==> src/design/reas_pkg.sv <==
package reas_pkg;

  localparam int TICK_BITS_DEF = 32;

  localparam int RATE_W = 8;
  localparam int STEP_SIZE_W = 16;
  localparam int CFG_INDEX_W = 2;
  localparam int CFG_DATA_W = 16;
  localparam int NOW_W = 32;
  localparam int OUT_STEP_W = 15;
  localparam int MAG_W = 14;
  localparam int LIN_W = 17;

  localparam int S_TDATA_W = 40;
  localparam int M_TDATA_W = 16;

  localparam logic [CFG_INDEX_W-1:0] REG_MIN_CLICK_RATE = 2'd0;
  localparam logic [CFG_INDEX_W-1:0] REG_MAX_CLICK_RATE = 2'd1;
  localparam logic [CFG_INDEX_W-1:0] REG_MIN_STEP       = 2'd2;
  localparam logic [CFG_INDEX_W-1:0] REG_MAX_STEP       = 2'd3;

  localparam logic [RATE_W-1:0]      MIN_CLICK_RATE_RST = 8'd20;
  localparam logic [RATE_W-1:0]      MAX_CLICK_RATE_RST = 8'd90;
  localparam logic [STEP_SIZE_W-1:0] MIN_STEP_RST       = 16'd1;
  localparam logic [STEP_SIZE_W-1:0] MAX_STEP_RST       = 16'd1000;

  localparam logic [9:0]  MS_PER_SEC   = 10'd1000;
  localparam logic [4:0]  SMOOTH_DIV   = 5'd20;
  localparam logic [12:0] SMOOTH_ROUND = 13'd19;

  typedef logic [MAG_W-1:0] mag_t;

  function automatic mag_t pow10_floor(input logic [LIN_W-1:0] v);
    mag_t p;
    if (v >= LIN_W'(10000)) begin
      p = MAG_W'(10000);
    end else if (v >= LIN_W'(1000)) begin
      p = MAG_W'(1000);
    end else if (v >= LIN_W'(100)) begin
      p = MAG_W'(100);
    end else if (v >= LIN_W'(10)) begin
      p = MAG_W'(10);
    end else begin
      p = MAG_W'(1);
    end
    return p;
  endfunction

endpackage

==> src/design/rotary_encoder_accel_step.sv <==
// Rotary encoder step generator with velocity acceleration.
// The slave stream carries one transaction per level change on encoder line A:
// a_level, b_level and the millisecond tick now_ms. Only a falling A edge
// produces a master transaction holding a signed power-of-ten step; a rising
// edge is absorbed and leaves s_tready high. The first click after reset gives +1 or -1.
// Later clicks run through one serial arithmetic engine: a restoring divider
// that retires one quotient bit per cycle and a shift-add multiplier that
// consumes one multiplier bit per cycle. A full click runs, in order, the 1000/dt
// division, the smoothing division, four cube multiplies, the span multiply and
// the final division, then sets the step and hands it to the output register;
// the first click goes straight to the output, and an empty rate range skips the
// multiplies and the final division. One click is processed at a time;
// s_tready is high only while the engine is idle.
// A finished step waits in the output register, so the next click may be
// accepted while the receiver stalls, and the engine holds its result until
// the output register is free.
// Reset (rst, synchronous) restores the register defaults, forgets the last
// click and clears the smoothed rate. Configuration writes are taken at once
// and must only happen while the block is idle.
module rotary_encoder_accel_step
  import reas_pkg::*;
#(
  parameter int TICK_BITS = TICK_BITS_DEF
) (
  input  logic                   clk,
  input  logic                   rst,
  input  logic                   s_tvalid,
  output logic                   s_tready,
  // a_level [0], b_level [1], now_ms [33:2], zero fill [39:34]
  input  logic [S_TDATA_W-1:0]   s_tdata,
  output logic                   m_tvalid,
  input  logic                   m_tready,
  // step [14:0], zero fill [15]
  output logic [M_TDATA_W-1:0]   m_tdata,
  input  logic                   cfg_we,
  input  logic [CFG_INDEX_W-1:0] cfg_index,
  input  logic [CFG_DATA_W-1:0]  cfg_data
);

  localparam logic [3:0] S_IDLE  = 4'd0;
  localparam logic [3:0] S_RDIV  = 4'd1;
  localparam logic [3:0] S_RATE  = 4'd2;
  localparam logic [3:0] S_SDIV  = 4'd3;
  localparam logic [3:0] S_R2    = 4'd4;
  localparam logic [3:0] S_R3    = 4'd5;
  localparam logic [3:0] S_S2    = 4'd6;
  localparam logic [3:0] S_S3    = 4'd7;
  localparam logic [3:0] S_SPAN  = 4'd8;
  localparam logic [3:0] S_QDIV  = 4'd9;
  localparam logic [3:0] S_LIN   = 4'd10;
  localparam logic [3:0] S_OUT   = 4'd11;

  localparam int ACC_W = 40;
  localparam int MCAND_W = 24;
  localparam int REM_W = 24;

  logic [3:0]             state;
  logic [5:0]             cnt;
  logic [RATE_W-1:0]      min_click_rate;
  logic [RATE_W-1:0]      max_click_rate;
  logic [STEP_SIZE_W-1:0] min_step;
  logic [STEP_SIZE_W-1:0] max_step;
  logic [TICK_BITS-1:0]   last_click_time;
  logic                   have_click;
  logic [RATE_W-1:0]      smoothed_rate;
  logic                   neg;
  logic [OUT_STEP_W-1:0]  result;
  logic [OUT_STEP_W-1:0]  step_q;

  logic [ACC_W-1:0]       acc;
  logic [MCAND_W-1:0]     mcand;
  logic [15:0]            mplier;
  logic [ACC_W-1:0]       dvd;
  logic [REM_W-1:0]       rem;
  logic [REM_W-1:0]       divisor;

  logic                   in_fire;
  logic                   a_level;
  logic                   b_level;
  logic [TICK_BITS-1:0]   now_t;
  logic [TICK_BITS-1:0]   dt;
  logic [RATE_W-1:0]      hi;
  logic [RATE_W-1:0]      range;
  logic [RATE_W-1:0]      s_clip;
  logic [STEP_SIZE_W-1:0] span;
  logic [ACC_W-1:0]       acc_step;
  logic [15:0]            mplier_step;
  logic [REM_W:0]         trial;
  logic [REM_W:0]         trial_diff;
  logic                   q_bit;
  logic [REM_W-1:0]       rem_step;
  logic [ACC_W-1:0]       dvd_step;
  logic [9:0]             raw_c1;
  logic [9:0]             raw_c2;
  logic [RATE_W-1:0]      raw;
  logic [12:0]            smooth_num;
  logic [LIN_W-1:0]       lin;
  mag_t                   mag;
  logic                   last_step;
  logic                   out_free;

  assign a_level = s_tdata[0];
  assign b_level = s_tdata[1];
  assign now_t   = TICK_BITS'(s_tdata[NOW_W+1:2]);
  assign dt      = now_t - last_click_time;

  assign s_tready = (state == S_IDLE);
  assign in_fire  = s_tvalid && s_tready;
  assign m_tdata  = {1'b0, step_q};
  assign out_free = !m_tvalid || m_tready;

  assign hi     = (max_click_rate > min_click_rate) ? max_click_rate : min_click_rate;
  assign range  = hi - min_click_rate;
  assign s_clip = (smoothed_rate < range) ? smoothed_rate : range;
  assign span   = (max_step > min_step) ? (max_step - min_step) : '0;

  assign last_step = (cnt == 6'd1);

  always_comb begin
    acc_step    = {acc[ACC_W-2:0], 1'b0} + (mplier[15] ? ACC_W'(mcand) : '0);
    mplier_step = {mplier[14:0], 1'b0};
    trial       = {rem, dvd[ACC_W-1]};
    trial_diff  = trial - {1'b0, divisor};
    q_bit       = (trial >= {1'b0, divisor});
    rem_step    = q_bit ? trial_diff[REM_W-1:0] : trial[REM_W-1:0];
    dvd_step    = {dvd[ACC_W-2:0], q_bit};
  end

  always_comb begin
    raw_c1 = (dvd[9:0] < {2'b0, min_click_rate}) ? {2'b0, min_click_rate} : dvd[9:0];
    raw_c2 = (raw_c1 > {2'b0, hi}) ? {2'b0, hi} : raw_c1;
    raw    = RATE_W'(raw_c2 - {2'b0, min_click_rate});
    smooth_num = 13'(smoothed_rate) + (13'(raw) << 4) + (13'(raw) << 1) + 13'(raw)
                 + SMOOTH_ROUND;
    lin = {1'b0, dvd[15:0]} + {1'b0, min_step};
    mag = pow10_floor(lin);
  end

  always_ff @(posedge clk) begin
    if (rst) begin
      min_click_rate <= MIN_CLICK_RATE_RST;
      max_click_rate <= MAX_CLICK_RATE_RST;
      min_step       <= MIN_STEP_RST;
      max_step       <= MAX_STEP_RST;
    end else if (cfg_we) begin
      unique case (cfg_index)
        REG_MIN_CLICK_RATE: min_click_rate <= cfg_data[RATE_W-1:0];
        REG_MAX_CLICK_RATE: max_click_rate <= cfg_data[RATE_W-1:0];
        REG_MIN_STEP:       min_step       <= cfg_data;
        REG_MAX_STEP:       max_step       <= cfg_data;
        default: ;
      endcase
    end
  end

  always_ff @(posedge clk) begin
    if (rst) begin
      m_tvalid <= 1'b0;
    end else if (state == S_OUT && out_free) begin
      m_tvalid <= 1'b1;
    end else if (m_tready) begin
      m_tvalid <= 1'b0;
    end
  end

  always_ff @(posedge clk) begin
    if (state == S_OUT && out_free) begin
      step_q <= result;
    end
  end

  always_ff @(posedge clk) begin
    if (rst) begin
      state           <= S_IDLE;
      cnt             <= '0;
      have_click      <= 1'b0;
      smoothed_rate   <= '0;
      last_click_time <= '0;
    end else begin
      unique case (state)
        S_IDLE: begin
          if (in_fire && !a_level) begin
            neg             <= b_level;
            last_click_time <= now_t;
            have_click      <= 1'b1;
            if (!have_click) begin
              result <= b_level ? {OUT_STEP_W{1'b1}} : OUT_STEP_W'(1);
              state  <= S_OUT;
            end else if (dt == '0) begin
              dvd   <= ACC_W'(max_click_rate);
              state <= S_RATE;
            end else if (dt > TICK_BITS'(MS_PER_SEC)) begin
              dvd   <= ACC_W'(1);
              state <= S_RATE;
            end else begin
              dvd     <= {MS_PER_SEC, 30'b0};
              divisor <= REM_W'(dt[9:0]);
              rem     <= '0;
              cnt     <= 6'd10;
              state   <= S_RDIV;
            end
          end
        end
        S_RDIV: begin
          dvd <= dvd_step;
          rem <= rem_step;
          cnt <= cnt - 6'd1;
          if (last_step) begin
            state <= S_RATE;
          end
        end
        S_RATE: begin
          dvd     <= {smooth_num, 27'b0};
          divisor <= REM_W'(SMOOTH_DIV);
          rem     <= '0;
          cnt     <= 6'd13;
          state   <= S_SDIV;
        end
        S_SDIV: begin
          rem <= rem_step;
          if (!last_step) begin
            dvd <= dvd_step;
            cnt <= cnt - 6'd1;
          end else begin
            smoothed_rate <= dvd_step[RATE_W-1:0];
            if (range == '0) begin
              dvd   <= '0;
              state <= S_LIN;
            end else begin
              acc    <= '0;
              mcand  <= MCAND_W'(range);
              mplier <= {range, 8'b0};
              cnt    <= 6'd8;
              state  <= S_R2;
            end
          end
        end
        S_R2, S_R3, S_S2, S_S3, S_SPAN: begin
          if (!last_step) begin
            acc    <= acc_step;
            mplier <= mplier_step;
            cnt    <= cnt - 6'd1;
          end else begin
            unique case (state)
              S_R2: begin
                acc    <= '0;
                cnt    <= 6'd8;
                mcand  <= acc_step[MCAND_W-1:0];
                mplier <= {range, 8'b0};
                state  <= S_R3;
              end
              S_R3: begin
                acc     <= '0;
                cnt     <= 6'd8;
                divisor <= acc_step[REM_W-1:0];
                mcand   <= MCAND_W'(s_clip);
                mplier  <= {s_clip, 8'b0};
                state   <= S_S2;
              end
              S_S2: begin
                acc    <= '0;
                cnt    <= 6'd8;
                mcand  <= acc_step[MCAND_W-1:0];
                mplier <= {s_clip, 8'b0};
                state  <= S_S3;
              end
              S_S3: begin
                acc    <= '0;
                mcand  <= acc_step[MCAND_W-1:0];
                mplier <= span;
                cnt    <= 6'd16;
                state  <= S_SPAN;
              end
              default: begin
                dvd   <= acc_step;
                rem   <= '0;
                cnt   <= 6'd40;
                state <= S_QDIV;
              end
            endcase
          end
        end
        S_QDIV: begin
          dvd <= dvd_step;
          rem <= rem_step;
          cnt <= cnt - 6'd1;
          if (last_step) begin
            state <= S_LIN;
          end
        end
        S_LIN: begin
          result <= neg ? (OUT_STEP_W'(0) - OUT_STEP_W'(mag)) : OUT_STEP_W'(mag);
          state  <= S_OUT;
        end
        S_OUT: begin
          if (out_free) begin
            state <= S_IDLE;
          end
        end
        default: state <= S_IDLE;
      endcase
    end
  end

endmodule

==> config.mk <==
export PLATFORM = sky130hd
export DESIGN_NAME = rotary_encoder_accel_step
export DESIGN_NICKNAME = d
export VERILOG_FILES = /design/src/design/reas_pkg.sv /design/src/design/rotary_encoder_accel_step.sv
export SDC_FILE = /design/constraint.sdc
export NUM_CORES = 1
export LEC_CHECK = 0
export BUFFER_PORTS_ARGS = -buffer_cell sky130_fd_sc_hd__buf_2
export CORE_UTILIZATION = 41
export DETAILED_ROUTE_END_ITERATION = 7
export PLACE_DENSITY_LB_ADDON = 0.25
export SLEW_MARGIN = 20
export SYNTH_ARGS = -nofsm -noshare
export SYNTH_HDL_FRONTEND = slang
export SYNTH_SLANG_ARGS = --single-unit
==> constraint.sdc <==
create_clock -name clk -period 25.6 [get_ports clk]
set_input_delay 5.12 -clock clk [delete_from_list [all_inputs] [get_ports clk]]
set_output_delay 5.12 -clock clk [all_outputs]
set_load 0.02 [all_outputs]
Word level (Yosys, flattened, before mapping). Index checks and enable logic that the tools add are counted. W data, S select, Z words.

Flip-flop bits (word level): 298. Input port bits: 63. Output and inout bits: 18. Logic and storage cells: 193.

Add/sub/neg operators: 13. $lt $le $gt $ge: 11. Equal/unequal tests: 33. Mux-type cells: 77. Bitwise operators: 1. Reduce and logical (&&, ||, !) cells: 39.

Operators by type and width (count): $mux W24 (17); $mux W40 (8); $pmux W40 S5 (1); $mux W39 (4); $pmux W24 S2 (2); $pmux W24 S4 (1); $pmux W39 S2 (1); $pmux W24 S3 (1); $mux W16 (4); $mux W15 (4); $pmux W16 S3 (1); $mux W6 (7); $add A40 B24 Y40 (1); $mux W4 (9); $gt A32 B10 Y1 const B (1); $logic_not A32 Y1 (1); $pmux W16 S2 (1); $pmux W4 S8 (1); $sub A32 B32 Y32 (1); $pmux W15 S2 (1); $pmux W6 S5 (1); $ge A25 B24 Y1 (1); $mux W8 (3); $sub A24 B24 Y24 (1); 58 further kinds (101).

Depth between registers and ports, before layout. Gate-level depths: netlist of the first run.

Word-level depth: 10. Gate-level depth with buffers: 47. Gate-level depth less buffers: 46.

Worst setup path before layout of the first run. OpenSTA, ideal clock, no wires.

Path type: input to register. Start point: input s_tdata[6]. End point: register divisor[0] (enable). Data arrival time: 9.090 ns. Required time: 25.180 ns. Path slack: 16.090 ns. Cell stages on the path: 12. Buffers on the path: 0. Cells stage by stage: ha_1 -> a21o_1 -> or3_1 -> o22a_2 -> a21oi_1 -> mux2_2 -> nor4_1 -> nand4_1 -> nor4_1 -> and4_1 -> a21o_1 -> nor4b_2.

Cells in the longest elaborated chain, start to end: 4.

Ends and longest elaborated chain: from (decl) (RTL line rotary_encoder_accel_step.sv:30) `input logic [S_TDATA_W-1:0] s_tdata,`; $sub A32 B32 Y32 * (RTL line rotary_encoder_accel_step.sv:105) `assign dt = now_t - last_click_time;`; $gt A32 B10 Y1 or $logic_not A32 Y1 (tied branches) (RTL line rotary_encoder_accel_step.sv:192, rotary_encoder_accel_step.sv:189); $ne A2 B2 Y1 (no source line); $reduce_and A8 Y1 (no source line) *; to (signal assigned) (RTL line rotary_encoder_accel_step.sv:197) `divisor <= REM_W'(dt[9:0]);`; to (signal assigned) (RTL line rotary_encoder_accel_step.sv:214) `divisor <= REM_W'(SMOOTH_DIV);`; to (signal assigned) (RTL line rotary_encoder_accel_step.sv:255) `divisor <= acc_step[REM_W-1:0];`; to (decl) (RTL line rotary_encoder_accel_step.sv:75) `logic [REM_W-1:0] divisor;`.

Every way passes the cells marked *; elsewhere a longest branch is shown, timed or not. A chain may end at the register's enable or synchronous reset.

Worst setup path in the final report of the first run.
Start point: register dvd[1]. End point: register dvd[39], data pin.

Cells in the longest elaborated chain, start to end: 10.

Ends and longest elaborated chain: from (decl) (RTL line rotary_encoder_accel_step.sv:73) `logic [ACC_W-1:0] dvd;`; from (signal assigned) (RTL line rotary_encoder_accel_step.sv:190) `dvd <= ACC_W'(max_click_rate);`; from (signal assigned) (RTL line rotary_encoder_accel_step.sv:196) `dvd <= {MS_PER_SEC, 30'b0};`; from (signal assigned) (RTL line rotary_encoder_accel_step.sv:205) `dvd <= dvd_step;`; $lt A10 B8 Y1 (RTL line rotary_encoder_accel_step.sv:130) `raw_c1 = (dvd[9:0] < {2'b0, min_click_rate}) ? {2'b0, min_click_rate} : dvd[9:0];`; $mux W10 * (RTL line rotary_encoder_accel_step.sv:130); $gt A10 B8 Y1 (RTL line rotary_encoder_accel_step.sv:131) `raw_c2 = (raw_c1 > {2'b0, hi}) ? {2'b0, hi} : raw_c1;`; $mux W8 * (RTL line rotary_encoder_accel_step.sv:131); $sub A8 B8 Y8 * (RTL line rotary_encoder_accel_step.sv:132) `raw = RATE_W'(raw_c2 - {2'b0, min_click_rate});`; $add A8 B12 Y13 (RTL line rotary_encoder_accel_step.sv:133) `smooth_num = 13'(smoothed_rate) + (13'(raw) << 4) + (13'(raw) << 1) + 13'(raw)`; $add A13 B9 Y13 (RTL line rotary_encoder_accel_step.sv:133); $add A13 B8 Y13 * (RTL line rotary_encoder_accel_step.sv:133); $add A13 B5 Y13 * (RTL line rotary_encoder_accel_step.sv:134) `+ SMOOTH_ROUND;`; $pmux W40 S5 * (RTL line rotary_encoder_accel_step.sv:180) `unique case (state)`.

Marked as above.

==> results_dict.tcl, run 1 <==
set metrics [dict create \
    status "finished clean" \
    critPathLaunchType "flop" \
    seq_area_frac_synth 0.380 \
    die_y_microns 228 \
    vias 17400 \
    drt-initial-drc-count 1264 \
    syn_area_per_cell_sq_um 8.92 \
    worstPathArrival_ps 9740 \
    syn_nets 2608 \
    start_util 0.417 \
    grt_max_degree 58 \
    ys_warn_count 0 \
    num_rows 82 \
    fin_nets 2654 \
    gp_congestion 0.903 \
    clk_latency_ps 570 \
    dp_hpwl_microns 41900 \
    clockBufferDepth 3 \
    hold_violations 0 \
    vias_per_cell 5.64 \
    ant_nets 0 \
    slew_headroom 0.283 \
    skew_ps 17.5 \
    tightest_slew_ps 1070 \
    first_pass_iters 6 \
    synth-compound-area-share 0.186 \
    grt_antenna_before_repair 0 \
    cts_hold_buf 0 \
    setup_tns_ps 0 \
    grt_overflow_total 0 \
    core_area_sq_um 50200 \
    synth.area.mux_share 0.0239 \
    worstSetupPathType "flop to flop" \
    wire_per_inst_microns 18.2 \
    layout-drive-gt1-share 0.0844 \
    rsz0062_at_grt "false" \
    cp_slowest_stage_delay_ps 620 \
    cap_violations 0 \
    io_buffers 73 \
    synth_cell_types 102 \
    period_minus_slack_ps 9450 \
    synth_fa_ha_area_frac 0.127 \
    fin_crit_sh 0.369 \
    irDropWorstVdd_mv 0.131 \
    htreeDepth 2 \
    dp.cells 3022 \
    ff_latch_area_sq_um 7950 \
    multi_input_area_sq_um 12000 \
    synth-xor-area-share 0.0515 \
    synth_edf_count 198 \
    yosys.area_share.simple 0.183 \
    async_reset_ff_frac 0 \
    leakage_nw 9.35 \
    hp-class "flop to flop" \
    fmax_mhz 106 \
    syn_inst 2344 \
    slew_viol_final 0 \
    grt_pass1_vias 17200 \
    synth_top_family_by_area "compound AO/OA/AOI/OAI gates" \
    crit_fanout 14 \
    ys_seq_elements 298 \
    cp.required_ps 25900 \
    stdcell_count 3091 \
    fp.dieW_microns 228 \
    track_usage 0.217 \
    ys.flop_type "edfxtp_1" \
    crit_slowest_cell "nor3b_2" \
    numCtsBuffers 37 \
    setup_violations 0 \
    cts.sinks 298 \
    totalWireLength_microns 56300 \
    setup.worst_path.end_class "flop" \
    p_per_area_nw_per_um2 119 \
    post_cts.repair.setup_buffers 0 \
    drc_errors 0 \
    cts-root-buf "clkbuf_16" \
    synthesis.area_sq_um 20900 \
    n_fill_cell 4867 \
    dieArea_sq_um 51900 \
    cts_tree "yes" \
    clkTransAtPathRegs_ps 60 \
    grt_pass1_wl_microns 91200 \
    areaGrowthSynthToFinish_pct 10.3 \
    cts_resized 0 \
    io_pins 81 \
]
-- cell type report --
cell class / count / area share
multi-input combinational: 1801 / 0.520
sequential: 298 / 0.345
clock buffer: 47 / 0.0427
tap: 672 / 0.0365
inverter: 158 / 0.0257
timing repair buffer: 94 / 0.0230
clock inverter: 20 / 0.00662
antenna: 1 / 0.000109
-- logic make-up (layout without fill, tap and decap cells) --
kind of cell / after synthesis / count (layout)
buf+inv: 245 / 319
mux: 49 / 49
compound gates: 609 / 609
fa+ha+maj: 201 / 201
xor+xnor: 123 / 123
flops: 298 / 298
other cells: 1 / 2
simple gates: 818 / 818
-- critical path: cells and delay by family (launching register included) --
| kind | cells | cell delay [ps] |
|---|---|---|
| AOI/OAI and AO/OA | 23 | 3720 |
| xor gates and xnor gates | 1 | 430 |
| adders and majority gates | 7 | 2650 |
| buffers and inverters | 3 | 330 |
| DFF | 1 | 540 |
| muxes | 1 | 410 |
| and+or+nand+nor | 7 | 1080 |
-- cell usage in the layout, fill, tap and decap left out, types with 44 or more instances in the layout --
cell      synthesis  final
a21o_1           52     52
a21oi_1         222    222
buf_2            11     73
dfxtp_1         100    100
edfxtp_1        198    198
ha_1            182    182
inv_1           157    157
nand2_1         294    294
nand3_1          60     60
nor2_1          208    207
nor3_1           45     44
o21ai_0         105    105
xnor2_1          73     73
xor2_1           50     50
-- worst paths after layout --
| path | from | end | depth (start not counted) | slack (ps) |
|---|---|---|---|---|
| worst max-delay path | dvd[1]$_DFFE_PP_ | dvd[39]$_DFFE_PP_ | 42 | 16150 |
| worst min-delay path | result[9]$_DFFE_PP_ | step_q[9]$_DFFE_PP_ | 0 | 420 |
| worst max register to register | dvd[1]$_DFFE_PP_ | dvd[39]$_DFFE_PP_ | 42 | 16150 |
| worst min register to register | result[9]$_DFFE_PP_ | step_q[9]$_DFFE_PP_ | 0 | 420 |
-- report_power, final --
group          internal (W)  total, W  switching (W)
clock              0.000285  0.000500       0.000216
combinational      0.000590   0.00149       0.000896
sequential         0.000674  0.000745      0.0000703
-- state kept, by name (all words and copies together) (netlist names), 24 cells and up --
signal           cells
dvd                 40
acc                 39
last_click_time     32
divisor             24
mcand               24
rem                 24
-- per-stage QoR --
step                setup WS [ps]   util  hold WS, ps  power (W)  cell area (sq um)
global placement            16300  0.436          402    0.00219              21900
floorplan                   16090      -          400    0.00184              20900
finish                      16150  0.459          419    0.00273              23000
CTS                         16120  0.459          419    0.00274              23000
global route                15410  0.459          420    0.00295              23000
detailed placement          16170  0.436          405    0.00222              21900
-- cells in the mapped netlist, drive strengths merged, types with 37 or more instances --
| library cell | n | area share |
|---|---|---|
| nand2 | 295 | 0.053 |
| a21oi | 223 | 0.054 |
| nor2 | 209 | 0.038 |
| edfxtp | 198 | 0.28 |
| ha | 182 | 0.11 |
| inv | 157 | 0.028 |
| o21ai | 111 | 0.027 |
| dfxtp | 100 | 0.096 |
| xnor2 | 73 | 0.031 |
| clkbuf | 67 | 0.013 |
| nand3 | 61 | 0.015 |
| a21o | 54 | 0.020 |
| xor2 | 50 | 0.021 |
| nor3 | 45 | 0.011 |
| mux2i | 41 | 0.020 |
| o21a | 38 | 0.014 |
| and2 | 37 | 0.011 |
-- routing by layer --
metal  share of wire  GRT usage
met4           0.025     0.0625
met5               0          0
met1            0.46      0.291
met3           0.052     0.0323
met2            0.46      0.361
Power figures use the tool's default switching activity.
==> run 2, diff against run 1 <==
==> constraint.sdc (replaced) <==
create_clock -name clk -period 8.6 [get_ports clk]
set_input_delay 1.72 -clock clk [delete_from_list [all_inputs] [get_ports clk]]
set_output_delay 1.72 -clock clk [all_outputs]
set_load 0.02 [all_outputs]
==> results_dict.tcl, run 2 (synthesis gave the netlist of run 1 again) <==
set metrics [dict create \
    status "finished clean" \
    hold_violations 0 \
    dp_hpwl_microns 43000 \
    io_buffers 73 \
    clockBufferDepth 3 \
    cp.required_ps 8880 \
    largestRegisters "dvd (40), acc (39), last_click_time (32)" \
    worstPathArrival_ps 8540 \
    cts.sinks 298 \
    hold-worst-slack_ps 416 \
    first_pass_iters 6 \
    track_usage 0.219 \
    crit_slowest_cell "fa_1" \
    grt_antenna_before_repair 4 \
    numCtsBuffers 36 \
    cp.buffers_inverters 5 \
    grt_pass1_vias 17200 \
    gp_congestion 0.911 \
    grt_max_degree 58 \
    wire_per_inst_microns 18.5 \
    p_per_area_nw_per_um2 368 \
    core_area_sq_um 50200 \
    min_delay_path_depth 0 \
    dieArea_sq_um 51900 \
    cap_violations 0 \
    fmax_mhz 121 \
    io_pins 81 \
    crit_fanout 12 \
    setup_violations 0 \
    cpMostUsedCell "o21a_1" \
    internal_power_w 0.00492 \
    clkTransAtPathRegs_ps 60 \
    drt-initial-drc-count 1242 \
    cts_hold_buf 0 \
    slew_headroom 0.336 \
    cp.depth 38 \
    period_minus_slack_ps 8270 \
    vias_per_cell 5.63 \
    grt_pass1_wl_microns 91400 \
    tightest_slew_ps 994 \
    grt_overflow_total 0 \
    critPathLaunchType "flop" \
    worstSetupPathType "flop to flop" \
    layout_common_cells "294 x nand2_1, 211 x a21oi_1, 205 x nor2_1, 198 x edfxtp_1, 177 x ha_1" \
    irDropWorstVdd_mv 0.408 \
    start_util 0.417 \
    setup.worst_path.end_class "flop" \
    swShare 0.430 \
    vias 17600 \
    fin_nets 2681 \
    fp.dieW_microns 228 \
    sequentialPowerShare 0.252 \
    htreeDepth 2 \
    slew_viol_final 0 \
    final_common_cell "nand2_1" \
    final_core_util 0.468 \
    cp_top_family "compound AO/OA/AOI/OAI gates" \
    switchingPower_w 0.00371 \
    regMostFlops "dvd" \
    die_y_microns 228 \
    areaGrowthSynthToFinish_pct 12.3 \
    fin_crit_sh 0.961 \
    clk_latency_ps 570 \
    largest_reg_flops 40 \
    skew_ps 24.5 \
    hp-class "flop to flop" \
    ant_nets 0 \
    totalWireLength_microns 57500 \
    drc_errors 0 \
    clockPowerShare 0.176 \
    num_rows 82 \
    cts-root-buf "clkbuf_16" \
    cts_tree "yes" \
    reg2reg_depth 38 \
    combPwrFrac 0.572 \
    layout-drive-gt1-share 0.108 \
    pre_cts_slack_ps -95.0 \
    stdcell_count 3118 \
    dp.cells 3047 \
    cp_slowest_stage_delay_ps 540 \
    leakage_nw 9.53 \
    postLayoutSetupSlackWorst_ps 333 \
]
run 2: cell count changes in the layout (fill, tap and decap cells not counted), moves of 3 or more:
cell      change
clkbuf_1      -5
o21ai_0       -7
clkinv_1      +3
ha_4          +5
a21oi_2      +10
o21ai_1       +5
a21oi_1      -11
buf_4        +26
ha_1          -5
run 2: final cells by class:
class,instances,area [sq um]
Timing Repair Buffer,122,748
Sequential cell,298,7950
Clock inverter,23,194
Antenna cell,1,2.50
Tap cell,672,841
Multi-Input combinational cell,1801,12200
Clock buffer,43,968
Fill cell,4816,26700
Inverter,158,593
run 2: metal layers:
metal,vias to the layer above,global-route usage,share of wire
met5,-,0,0.00047
met4,4,0.0878,0.034
met3,116,0.0363,0.065
met2,532,0.360,0.46
met1,8357,0.286,0.44
li1,8553,-,-
run 2: final timing paths:
path	start	slack, ps	to
worst max-delay path	min_click_rate[1]$_SDFFE_PP0P_	330	dvd[38]$_DFFE_PP_
worst min register to register	result[3]$_DFFE_PP_	420	step_q[3]$_DFFE_PP_
worst min-delay path	result[3]$_DFFE_PP_	420	step_q[3]$_DFFE_PP_
worst max register to register	min_click_rate[1]$_SDFFE_PP0P_	330	dvd[38]$_DFFE_PP_
run 2: timing repair:
| item | CTS | global route |
|---|---|---|
| endpoints found under the setup margin | 4 | 5 |
| gates resized for setup | 7 | 33 |
| pin swaps | 0 | 15 |
| setup buffers | 0 | 4 |
run 2: through the flow:
step / power [W] / setup TNS, ps / cell area [sq um]
final: 0.00863 / 0 / 23500
after global routing: 0.00926 / -237 / 23500
after CTS: 0.00829 / 0 / 23300
after detailed placement: 0.00670 / -216 / 22100
after global placement: 0.00659 / 0 / 22100
after floorplan: 0.00548 / 0 / 20900
run 2: power groups by stage:
stage / clock network [W] / logic (W) / registers (W)
after floorplan: 0 / 0.00333 / 0.00215
after global placement: 0 / 0.00439 / 0.00220
after detailed placement: 0 / 0.00449 / 0.00220
after CTS: 0.00154 / 0.00457 / 0.00218
after global routing: 0.00160 / 0.00545 / 0.00221
final: 0.00151 / 0.00494 / 0.00218
==> run 3, diff against run 2 <==
--- a/config.mk
+++ b/config.mk
@@ -8,7 +8,7 @@
 export BUFFER_PORTS_ARGS = -buffer_cell sky130_fd_sc_hd__buf_2
 export CORE_UTILIZATION = 41
 export DETAILED_ROUTE_END_ITERATION = 7
-export PLACE_DENSITY_LB_ADDON = 0.25
+export PLACE_DENSITY_LB_ADDON = 0.1
 export SLEW_MARGIN = 20
 export SYNTH_ARGS = -nofsm -noshare
 export SYNTH_HDL_FRONTEND = slang
==> results_dict.tcl, run 3 (synthesis gave the netlist of run 1 again) <==
set metrics [dict create \
    io_pins 81 \
    worstSetupPathType "flop to flop" \
    vias 17400 \
    ant_nets 0 \
    status "finished clean" \
    cp_top_family "compound AO/OA/AOI/OAI gates" \
    period_minus_slack_ps 8130 \
    first_pass_iters 5 \
    die_y_microns 228 \
    core_area_sq_um 50200 \
    cp_slowest_stage_delay_ps 560 \
    track_usage 0.226 \
    cp.required_ps 8880 \
    fmax_mhz 123 \
    cts_hold_buf 0 \
    setup_violations 0 \
    grt_max_degree 58 \
    vias_per_cell 5.58 \
    grt_antenna_before_repair 4 \
    gp_congestion 0.917 \
    slew_headroom 0.302 \
    final_common_cell "nand2_1" \
    slew_viol_final 0 \
    worstPathArrival_ps 8410 \
    dp.cells 3051 \
    crit_slowest_cell "fa_1" \
    drc_errors 0 \
    postLayoutSetupSlackWorst_ps 472 \
    dp_hpwl_microns 43900 \
    grt_overflow_total 0 \
    grt_pass1_wl_microns 94600 \
    fp.dieW_microns 228 \
    largest_reg_flops 40 \
    pre_cts_slack_ps -69.3 \
    layout_common_cells "294 x nand2_1, 214 x a21oi_1, 205 x nor2_1, 198 x edfxtp_1, 175 x ha_1" \
    cap_violations 0 \
    clockBufferDepth 3 \
    start_util 0.417 \
    totalPowerFinal_w 0.00872 \
    fin_crit_sh 0.945 \
    hold_violations 0 \
    critPathLaunchType "flop" \
    fin_nets 2687 \
    cp.buffers_inverters 5 \
    cts_tree "yes" \
    htreeDepth 2 \
    irDropWorstVdd_mv 0.664 \
    leakage_nw 9.55 \
    skew_ps 20.1 \
    tightest_slew_ps 1040 \
    num_rows 82 \
    cpMostUsedCell "o21a_1" \
    cts.sinks 298 \
    setup.worst_path.end_class "flop" \
    clk_latency_ps 560 \
    totalWireLength_microns 58800 \
    setup_tns_ps 0 \
    areaGrowthSynthToFinish_pct 12.6 \
    io_buffers 73 \
    largestRegisters "dvd (40), acc (39), last_click_time (32)" \
    clkTransAtPathRegs_ps 60 \
    drt-initial-drc-count 1165 \
    regMostFlops "dvd" \
    wire_per_inst_microns 18.8 \
    hp-class "flop to flop" \
    layout-drive-gt1-share 0.109 \
    cts-root-buf "clkbuf_16" \
    crit_fanout 6 \
    stdcell_count 3124 \
    p_per_area_nw_per_um2 371 \
    dieArea_sq_um 51900 \
    grt_pass1_vias 17100 \
    numCtsBuffers 37 \
    hold-worst-slack_ps 417 \
]
[run 3: cell count changes in the layout (fill, tap and decap cells not counted), sizes merged]
cell	previous run	this run
clkbuf	43	52
inv	159	158
clkinvlp	1	3
clkinv	19	10
buf	122	127
[run 3: routing by layer]
| layer | up-vias | global-route usage | wire, microns |
|---|---|---|---|
| met3 | 86 | 0.0344 | 3250 |
| met1 | 8352 | 0.315 | 27700 |
| met5 | - | 0 | 41 |
| met2 | 444 | 0.362 | 26400 |
| li1 | 8556 | - | - |
| met4 | 6 | 0.0665 | 1430 |
[run 3: final timing paths]
check / start / end / slack (ps) / cells after the start
setup / recovery: min_click_rate[1]$_SDFFE_PP0P_ / dvd[38]$_DFFE_PP_ / 470 / 41
hold / removal: result[2]$_DFFE_PP_ / step_q[2]$_DFFE_PP_ / 420 / 0
setup reg to reg: min_click_rate[1]$_SDFFE_PP0P_ / dvd[38]$_DFFE_PP_ / 470 / 41
hold reg to reg: result[2]$_DFFE_PP_ / step_q[2]$_DFFE_PP_ / 420 / 0
[run 3: where the power goes]
group | internal [W] | switching (W)
Sequential | 0.00201 | 0.000176
Combinational | 0.00212 | 0.00288
Clock | 0.000909 | 0.000637
Total | 0.00503 | 0.00369
[run 3: per-stage QoR]
step | utilization | instance area (sq um)
2_1_floorplan | - | 20900
3_3_place_gp | 0.441 | 22100
3_5_place_dp | 0.441 | 22100
4_1_cts | 0.464 | 23300
5_1_grt | 0.469 | 23500
6_report | 0.469 | 23500
[run 3: what timing repair did]
action,in CTS,in global routing
pin swaps,0,21
setup buffers,0,4
endpoints found under the setup margin,4,6
resized for setup,3,40
[run 3: layout make-up]
class / count / area, sq um
fill: 4912 / 26600
multi-input combinational: 1801 / 12200
sequential: 298 / 7950
clock buffer: 52 / 1050
tap: 672 / 841
timing repair buffer: 127 / 781
inverter: 158 / 593
clock inverter: 15 / 128
antenna: 1 / 2.50
